`src/rtl/edbo_pkg.sv`:
```
// ----------------------------------------------------------------------------
// edbo_pkg
// Shared constants, types and cell functions for the edit distance t-block.
// ----------------------------------------------------------------------------
package edbo_pkg;

  // block geometry and field widths
  localparam int BLOCK     = 4;
  localparam int CHAR_BITS = 8;
  localparam int CHAR_SLOT = 8;
  localparam int CHARS_W   = 32;
  localparam int OFFS_W    = 8;
  localparam int MISS_W    = BLOCK * BLOCK;

  // cell values stay within -2*BLOCK .. 2*BLOCK, plus sign
  localparam int CELL_W = $clog2(3 * BLOCK + 1) + 1;

  // anti-diagonal split over the three wavefront stages (diagonals 2 .. 2*BLOCK)
  localparam int DIAG_FIRST = 2;
  localparam int DIAG_LAST  = 2 * BLOCK;
  localparam int DIAG_NUM   = 2 * BLOCK - 1;
  localparam int DIAG_A_END = 1 + (DIAG_NUM + 2) / 3;
  localparam int DIAG_B_END = 1 + (2 * DIAG_NUM + 2) / 3;

  // offset codes
  localparam logic [1:0] OFF_ZERO = 2'b00;
  localparam logic [1:0] OFF_POS  = 2'b01;
  localparam logic [1:0] OFF_BAD  = 2'b10;
  localparam logic [1:0] OFF_NEG  = 2'b11;

  typedef logic [CELL_W-1:0] cell_t;
  typedef logic [BLOCK:0][BLOCK:0][CELL_W-1:0] grid_t;

  // payload carried from stage to stage
  typedef struct packed {
    logic              err;
    logic [MISS_W-1:0] miss;
    grid_t             grid;
  } stage_t;

  localparam cell_t CELL_ONE = cell_t'(1);

  // offset code to cell difference, the bad code counts as zero
  function automatic cell_t decode_off(logic [1:0] code);
    cell_t d;
    case (code)
      OFF_POS: d = CELL_ONE;
      OFF_NEG: d = '1;
      default: d = '0;
    endcase
    return d;
  endfunction

  // cell difference to offset code
  function automatic logic [1:0] encode_diff(cell_t d);
    logic [1:0] code;
    if (d == '0) begin
      code = OFF_ZERO;
    end else if (d[CELL_W-1]) begin
      code = OFF_NEG;
    end else begin
      code = OFF_POS;
    end
    return code;
  endfunction

  // fill every cell whose anti-diagonal r+c lies in lo..hi
  function automatic grid_t wave_step(grid_t g, logic [MISS_W-1:0] miss, int lo, int hi);
    grid_t n;
    cell_t best;
    cell_t up;
    cell_t left;
    n = g;
    for (int r = 1; r <= BLOCK; r++) begin
      for (int c = 1; c <= BLOCK; c++) begin
        if ((r + c) >= lo && (r + c) <= hi) begin
          best = n[r-1][c-1] + cell_t'(miss[(r-1)*BLOCK + (c-1)]);
          up   = n[r-1][c] + CELL_ONE;
          left = n[r][c-1] + CELL_ONE;
          if ($signed(up) < $signed(best)) best = up;
          if ($signed(left) < $signed(best)) best = left;
          n[r][c] = best;
        end
      end
    end
    return n;
  endfunction

endpackage

```
`src/rtl/edbo_front.sv`:
```
// ----------------------------------------------------------------------------
// edbo_front
// Decodes boundary offsets into edge cells, compares characters and flags
// invalid offset codes.
// ----------------------------------------------------------------------------
module edbo_front (
  input  logic [edbo_pkg::CHARS_W-1:0] top_chars_i,
  input  logic [edbo_pkg::CHARS_W-1:0] side_chars_i,
  input  logic [edbo_pkg::OFFS_W-1:0]  top_offsets_i,
  input  logic [edbo_pkg::OFFS_W-1:0]  side_offsets_i,
  output edbo_pkg::stage_t             stage_o
);
  import edbo_pkg::*;

  logic [1:0] top_code;
  logic [1:0] side_code;

  // edges by running sums, mismatch matrix, error flag
  always_comb begin
    stage_o   = '0;
    top_code  = OFF_ZERO;
    side_code = OFF_ZERO;
    for (int i = 1; i <= BLOCK; i++) begin
      top_code  = top_offsets_i[2*(i-1) +: 2];
      side_code = side_offsets_i[2*(i-1) +: 2];
      stage_o.grid[0][i] = stage_o.grid[0][i-1] + decode_off(top_code);
      stage_o.grid[i][0] = stage_o.grid[i-1][0] + decode_off(side_code);
      if (top_code == OFF_BAD || side_code == OFF_BAD) stage_o.err = 1'b1;
    end
    for (int r = 1; r <= BLOCK; r++) begin
      for (int c = 1; c <= BLOCK; c++) begin
        stage_o.miss[(r-1)*BLOCK + (c-1)] =
          top_chars_i[CHAR_SLOT*(c-1) +: CHAR_BITS] != side_chars_i[CHAR_SLOT*(r-1) +: CHAR_BITS];
      end
    end
  end

endmodule

```
`src/rtl/edit_distance_block_offsets.sv`:
```
// ----------------------------------------------------------------------------
// edit_distance_block_offsets
// One Four Russians t-block of unit-cost edit distance per beat.
// ----------------------------------------------------------------------------
// Throughput: one block per cycle; busy never rises and done_o cannot stall.
// Four register stages: decode and compare, then three anti-diagonal slices
// of the cell wavefront, the last one also encoding the result offsets.
// Reset clears the stage valid bits and done_o; payload registers keep data.
module edit_distance_block_offsets (
  input  logic                         clk_i,
  input  logic                         rst_ni,
  input  logic                         start,
  output logic                         busy,
  input  logic [edbo_pkg::CHARS_W-1:0] top_chars_i,
  input  logic [edbo_pkg::CHARS_W-1:0] side_chars_i,
  input  logic [edbo_pkg::OFFS_W-1:0]  top_offsets_i,
  input  logic [edbo_pkg::OFFS_W-1:0]  side_offsets_i,
  output logic                         done_o,
  output logic [edbo_pkg::OFFS_W-1:0]  bottom_offsets_o,
  output logic [edbo_pkg::OFFS_W-1:0]  right_offsets_o,
  output logic                         offset_error_o
);
  import edbo_pkg::*;

  stage_t front;
  stage_t s1_q, s2_q, s3_q;
  stage_t s2_d, s3_d;
  grid_t  last_grid;
  logic [2:0] vld_q;

  logic [OFFS_W-1:0] bottom_d, right_d;
  logic [OFFS_W-1:0] bottom_q, right_q;
  logic              err_q;
  logic              done_q;

  assign busy = 1'b0;

  // decode and compare
  edbo_front u_front (
    .top_chars_i    (top_chars_i),
    .side_chars_i   (side_chars_i),
    .top_offsets_i  (top_offsets_i),
    .side_offsets_i (side_offsets_i),
    .stage_o        (front)
  );

  // wavefront slices
  always_comb begin
    s2_d      = s1_q;
    s2_d.grid = wave_step(s1_q.grid, s1_q.miss, DIAG_FIRST, DIAG_A_END);
    s3_d      = s2_q;
    s3_d.grid = wave_step(s2_q.grid, s2_q.miss, DIAG_A_END + 1, DIAG_B_END);
    last_grid = wave_step(s3_q.grid, s3_q.miss, DIAG_B_END + 1, DIAG_LAST);
  end

  // bottom row and right column differences
  always_comb begin
    bottom_d = '0;
    right_d  = '0;
    for (int i = 0; i < BLOCK; i++) begin
      bottom_d[2*i +: 2] = encode_diff(last_grid[BLOCK][i+1] - last_grid[BLOCK][i]);
      right_d[2*i +: 2]  = encode_diff(last_grid[i+1][BLOCK] - last_grid[i][BLOCK]);
    end
  end

  // valid bits
  always_ff @(posedge clk_i or negedge rst_ni) begin
    if (!rst_ni) begin
      vld_q  <= '0;
      done_q <= 1'b0;
    end else begin
      vld_q  <= {vld_q[1:0], start & ~busy};
      done_q <= vld_q[2];
    end
  end

  // payload stages
  always_ff @(posedge clk_i) begin
    s1_q     <= front;
    s2_q     <= s2_d;
    s3_q     <= s3_d;
    bottom_q <= bottom_d;
    right_q  <= right_d;
    err_q    <= s3_q.err;
  end

  assign done_o           = done_q;
  assign bottom_offsets_o = bottom_q;
  assign right_offsets_o  = right_q;
  assign offset_error_o   = err_q;

  // true when any 2-bit element holds the bad code
  function automatic logic has_bad(logic [OFFS_W-1:0] v);
    logic bad;
    bad = 1'b0;
    for (int i = 0; i < BLOCK; i++) begin
      if (v[2*i +: 2] == OFF_BAD) bad = 1'b1;
    end
    return bad;
  endfunction

  // every result beat matches an earlier accepted start
  assert property (@(posedge clk_i) disable iff (!rst_ni)
    done_o |-> $past(start, 4))
    else $error("result beat without matching start");

  // the bad offset code never appears in a result
  assert property (@(posedge clk_i) disable iff (!rst_ni)
    done_o |-> (!has_bad(bottom_offsets_o) && !has_bad(right_offsets_o)))
    else $error("bad offset code in result");

  // error flag stays low when the matching start carried no bad offset code
  assert property (@(posedge clk_i) disable iff (!rst_ni)
    (done_o && !$past(has_bad(top_offsets_i), 4) && !$past(has_bad(side_offsets_i), 4))
      |-> !offset_error_o)
    else $error("offset error without bad input code");

endmodule

```
`config.mk`:
```
export PLATFORM = sky130hd
export DESIGN_NAME = edit_distance_block_offsets
export DESIGN_NICKNAME = d
export VERILOG_FILES = /design/src/rtl/edbo_pkg.sv /design/src/rtl/edbo_front.sv /design/src/rtl/edit_distance_block_offsets.sv
export SDC_FILE = /design/constraint.sdc
export NUM_CORES = 1
export LEC_CHECK = 0
export BUFFER_PORTS_ARGS = -buffer_cell sky130_fd_sc_hd__clkbuf_2
export CAP_MARGIN = 5
export CORE_MARGIN = 4
export CORE_UTILIZATION = 50
export CTS_CLUSTER_DIAMETER = 50
export CTS_CLUSTER_SIZE = 14
export DETAILED_ROUTE_END_ITERATION = 10
export PLACE_DENSITY = 0.75
export SETUP_SLACK_MARGIN = 0.4
export SLEW_MARGIN = 25
export SYNTH_ARGS = -nofsm -noshare
export SYNTH_HDL_FRONTEND = slang
export SYNTH_SLANG_ARGS = --single-unit
```
`constraint.sdc`:
```
create_clock -name clk_i -period 14.8 [get_ports clk_i]
set_clock_uncertainty 0.2 [all_clocks]
set_input_delay 2.22 -clock clk_i [delete_from_list [all_inputs] [get_ports clk_i]]
set_output_delay 2.22 -clock clk_i [all_outputs]
set_load 0.01 [all_outputs]
```
-- After elaboration in Yosys (flattened, before gate mapping)
Index checks and enable logic that the tools add are counted.
- reductions and logical operators: 13
- equality and inequality tests: 40
- muxes and demuxes: 49
- add/subtract/negate cells: 52
- magnitude comparators: 32
- operator list (kind ; count):
    $mux W5 ; 32
    $lt A5 B5 Y1 ; 31
    $ne A8 B8 Y1 ; 16
    $add A5 B1 Y5 const B ; 23
    $pmux W5 S2 ; 8
    $add A5 B1 Y5 ; 15
    $logic_not A5 Y1 ; 8
    $sub A5 B5 Y5 ; 8
    $eq A2 B2 Y1 const B ; 16
    $add A5 B5 Y5 ; 6
    $eq A2 B1 Y1 const B ; 8
    $mux W2 ; 8
    $lt A5 B2 Y1 ; 1
    $logic_or A1 B1 Y1 ; 4
    $reduce_or A3 Y1 ; 1
    $mux W1 ; 1
- logic and storage cells: 229
- input port bits: 83
- flip-flop bits (word level): 202
- output and inout port bits: 19

-- Depth between registers and ports, before layout
- word-level depth: 15
- depth in mapped cells: 51
- gate-level depth less buffers: 49

-- Hierarchy
A second synthesis with hierarchy kept.
- cells, all modules: 1791
- area, all modules: 15690.0 um^2
- modules (own cells, without submodules) (module ; sequential area each (um^2) ; area each (um^2) ; cells each ; instances):
    edit_distance_block_offsets ; 3783.6 ; 12838.6 ; 1422 ; 1
    edbo_front ; 0.0 ; 2851.5 ; 369 ; 1

-- Least setup slack after synthesis
OpenSTA, ideal clock, no wires.
- kind: register -> register
- start point: reg s3_q[136] in the netlist's numbering
- end point: reg bottom_q[6] (netlist: bottom_offsets_o[6])
- data arrival time: 8.390 ns
- library setup time: 0.127 ns
- data required time: 14.473 ns
- clock period less this slack: 8.717 ns
- path buffers: 1
- setup slack: 6.083 ns
- cell stages (with the launch flop): 44
- cells stage by stage: dfxtp_1 ha_1 xnor2_1 ha_1 a21oi_1 maj3_1 a2111o_1 o211ai_1 ha_1 nor2_1 o31a_1 o41ai_2 a31oi_4 mux2i_1 inv_2 ha_1 nand3_1 xnor2_1 [... 8 more ...] nand2_1 ha_1 and3_1 o21ai_0 nand3_1 a211oi_1 nand3_1 mux2_2 and2_4 buf_6 nor2_1 a21oi_1 ha_1 a21o_1 a21oi_1 xor2_1 xnor2_1 or3_1
- longest elaborated chain between the ends: 12
- ends and longest elaborated chain (item ; RTL line ; source):
    from (decl) ; edit_distance_block_offsets.sv:26 ; stage_t s1_q, s2_q, s3_q;
    from (signal assigned) ; edit_distance_block_offsets.sv:81 ; s3_q <= s3_d;
    $add A5 B1 Y5 * ; edbo_pkg.sv:77 ; best = n[r-1][c-1] + cell_t'(miss[(r-1)*BLOCK + (c-1)]);
    $lt A5 B5 Y1 ; edbo_pkg.sv:80 ; if ($signed(up) < $signed(best)) best = up;
    $mux W5 * ; edbo_pkg.sv:80 ;
    $lt A5 B5 Y1 ; edbo_pkg.sv:81 ; if ($signed(left) < $signed(best)) best = left;
    $mux W5 * ; edbo_pkg.sv:81 ;
    $add A5 B1 Y5 * ; edbo_pkg.sv:78 ; up = n[r-1][c] + CELL_ONE;
    $lt A5 B5 Y1 ; edbo_pkg.sv:80 ;
    $mux W5 * ; edbo_pkg.sv:80 ;
    $lt A5 B5 Y1 ; edbo_pkg.sv:81 ;
    $mux W5 * ; edbo_pkg.sv:81 ;
    $sub A5 B5 Y5 * ; edit_distance_block_offsets.sv:61 ; bottom_d[2*i +: 2] = encode_diff(last_grid[BLOCK][i+1] - last_grid[BLOCK][i]);
    $logic_not A5 Y1 * ; edbo_pkg.sv:57 ; if (d == '0) begin
    to (signal assigned) ; edit_distance_block_offsets.sv:82 ; bottom_q <= bottom_d;
    to (decl) ; edit_distance_block_offsets.sv:32 ; logic [OFFS_W-1:0] bottom_q, right_q;
Mark *: on every way between the ends. The rest lies on a longest branch, timed or not.
A chain may end at the register's enable or synchronous reset.

-- Worst setup path after layout
- start point: reg s3_q (netlist bit last_grid[70])
- end point: reg bottom_q[6] (netlist: bottom_offsets_o[6])
- longest elaborated chain between the ends: 12
- ends and longest elaborated chain (item ; RTL line):
    $add A5 B1 Y5 * ; edbo_pkg.sv:78
    $lt A5 B5 Y1 ; edbo_pkg.sv:80
    $mux W5 * ; edbo_pkg.sv:80
    $lt A5 B5 Y1 ; edbo_pkg.sv:81
    $mux W5 * ; edbo_pkg.sv:81
    $add A5 B1 Y5 * ; edbo_pkg.sv:78
    $lt A5 B5 Y1 ; edbo_pkg.sv:80
    $mux W5 * ; edbo_pkg.sv:80
    $lt A5 B5 Y1 ; edbo_pkg.sv:81
    $mux W5 * ; edbo_pkg.sv:81
    $sub A5 B5 Y5 * ; edit_distance_block_offsets.sv:61
    $logic_not A5 Y1 * ; edbo_pkg.sv:57
Marked as above.

==> impl_metrics.toml <==
[outcome]
status = "finished clean"

[critical_path]
cp_max_fo = 12
cp.arrival_ns = 10.01
critPathTopFamily = "compound AO/OA/AOI/OAI gates"
cp_num_buf_inv = 4
path_class = "flip-flop to flip-flop"
cp_common_cell = "ha_1"
reg2reg_slack_ns = 4.91
max_stage_delay_ns = 0.47
worstSetupEndpointType = "flip-flop"
cp_slowest_cell = "mux2i_1"
start_kind = "flip-flop"
cp.required_ns = 14.93

[logic_synthesis]
synth_edf_count = 0
yosysWarnings = 0
syn_inst = 1657
avgSynthCellArea_um2 = 8.901
syn_area_um2 = 14750
synthFlopType = "dfxtp_1"
synth_top_area_frac = 0.2321
async_flop_share = 0.02286
ys_ff_latch = 175
ys_types = 91
yosys-top-cells-area = "dfxtp_1 (23%), ha_1 (19%), xor2_1 (11%)"
synth_top_area_cell = "dfxtp_1"
syn_nets = 1976
ys_seq_area_frac = 0.2389

[detailed_routing]
drc_errors = 0
viasPerCell = 5.463
drtIter0Drc = 516
wl_per_cell_um = 15.59
vias = 11750
drtAntennaViolNets = 0
dr.pass1.iters = 5
wl_mm = 33.53

[place]
dp_hpwl_mm = 27.83
gp_congestion = 0.8827
io_buffers = 100

[global_route]
grt.total_usage = 0.2072
grt_pass1_vias = 12140
grt_pass1_wl_mm = 57.08
antenna_found_initial = 0
grt_overflow = 0
grt_start_max_net_pins = 18

[min_path]
holdCritPathClass = "flip-flop to flip-flop"

[cts]
cts_tree = "yes"
clkLatencyLatePin_ns = 0.44
postCtsSetupBuffers = 0
hold_buffers = 0
cts.htree.levels = 4
cts-root-buf = "clkbuf_16"
cts_buffer_depth = 2
clock-sinks = 175
cts_resized = 0
path_clk_slew_ns = 0.08
cts_made_buffers = 17

[floorplanning]
ioPinCount = 102
die_y_um = 179.8
initial_core_util = 0.5097
die_w_um = 179.8
die_area_um2 = 32310
core_area_um2 = 28940
num_rows = 62

[finish]
syn_to_final_growth_pct = 10.10
num-fill-cells = 2556
antenna_cells = 0
fin_nets = 2073
final-seq-area_um2 = 3523
multi_input_area_um2 = 10460
drive_gt1_frac = 0.1104

[timing]
max_freq_mhz = 101.1
post-route-min-period_ns = 9.887
setup_viol = 0
hold_viol_final = 0
drv_slew = 0
relSlewSlack = 0.4455
worst_pin_slew_ns = 0.8262
setup_tns_ns = 0
rsz0062_at_grt = "false"
final.period_utilization = 0.6680

[run]
cap_viol_max_count = 0
sequential cells by signal, summed over array words and instances, names as in the netlist:
signal	flops
offset_error_o	1
vld_q	3
done_o	1
s2_q	56
last_grid	45
s1_q	49
right_offsets_o	8
bottom_offsets_o	8
s3_q	4
Yosys cell counts (5+ instances only):
library cell and n:
or3_1 6, nand3b_1 8, or2_2 6, o21a_1 10
mux2i_1 81, ha_1 220, xnor2_1 78, xor2_1 184
nor3b_1 7, nand2b_1 20, nand3_1 64, dfxtp_1 171
and2_1 9, nor2_1 70, o21ai_0 53, nor2b_1 19
mux2_2 19, a31oi_1 7, nor3_1 7, inv_1 174
nand2_1 98, o211ai_1 9, nand4_1 13, a21boi_0 10
clkbuf_1 18, a211oi_1 12, nor4_1 33, o22ai_1 7
fa_1 16, a21oi_1 91, a21o_1 38, and3_1 5
per-stage QoR:
stage	instances	setup WS [ns]	hold WS (ns)	cell area, µm²	utilization
floorplan	1657	6.083	0.1096	14750	-
global placement	2119	5.370	0.1116	15630	0.5400
detailed placement	2119	4.997	0.1143	15630	0.5400
CTS	2151	4.959	0.1302	16240	0.5612
global route	2151	3.883	0.1343	16240	0.5612
finish	2151	4.913	0.1275	16240	0.5612
kinds of logic (layout without fill, tap and decap cells):
logic type,after synthesis,count (layout),share of synthesized area
AND/OR/NAND/NOR,380,380,0.1310
AO/OA/AOI/OAI,300,300,0.1389
XOR/XNOR,264,264,0.1586
adder cells (fa/ha/maj),239,239,0.2104
buffers and inverters,197,307,0.05166
flip-flops,175,175,0.2389
multiplexers,101,101,0.07041
other,1,1,0.0002543
worst reg2reg max path, delay by kind of cell, from the launching register on:
| kind | cells | cell delay, ns |
|---|---|---|
| AOI/OAI and AO/OA | 12 | 2.65 |
| adders and majority gates | 7 | 2.32 |
| and+or+nand+nor | 11 | 1.75 |
| muxes | 4 | 1.32 |
| xor gates and xnor gates | 4 | 0.57 |
| buffers and inverters | 4 | 0.55 |
| DFF | 1 | 0.42 |
metal layers:
| metal | GRT usage | vias up | share of wire |
|---|---|---|---|
| met4 | 0.07620 | 0 | 0.027 |
| li1 | - | 5993 | - |
| met2 | 0.3804 | 226 | 0.50 |
| met5 | 0 | - | 0 |
| met1 | 0.2456 | 5477 | 0.44 |
| met3 | 0.02829 | 54 | 0.034 |
layout make-up:
type,count,share of cell area
multi-input cells,1285,0.6444
well taps,384,0.02959
clock buffers,19,0.02727
repair buffers,100,0.03082
inverters,175,0.04045
clock inverters,13,0.01056
flip-flops and latches,175,0.2170
layout by cell type (no fill, tap or decap), drive strengths merged, types with 5 or more instances in the layout:
master,count
a211oi,14
a21boi,10
a21o,40
a21oi,91
a311oi,5
a31oi,11
and2,12
and3,6
clkbuf,119
dfxtp,171
fa,16
ha,220
inv,182
mux2,19
mux2i,82
nand2,98
nand2b,20
nand3,64
nand3b,8
nand4,13
nor2,70
nor2b,19
nor3,8
nor3b,7
nor4,33
o211ai,10
o21a,10
o21ai,57
o22ai,7
or2,6
or3,7
xnor2,79
xor2,185
final timing paths:
check / endpoint / cells past startpoint / start
setup / recovery: bottom_offsets_o[6] / 42 / last_grid[70]
hold / removal: s3_q[141] / 0 / s2_q[141]
setup reg to reg: bottom_offsets_o[6] / 42 / last_grid[70]
hold reg to reg: s3_q[141] / 0 / s2_q[141]
max in group asynchronous: done_o / 1 / rst_ni
min in group asynchronous: vld_q[2] / 1 / rst_ni
Power is not shown: default switching activity piles up to over one toggle a cycle in this logic, so the estimate is an artifact.
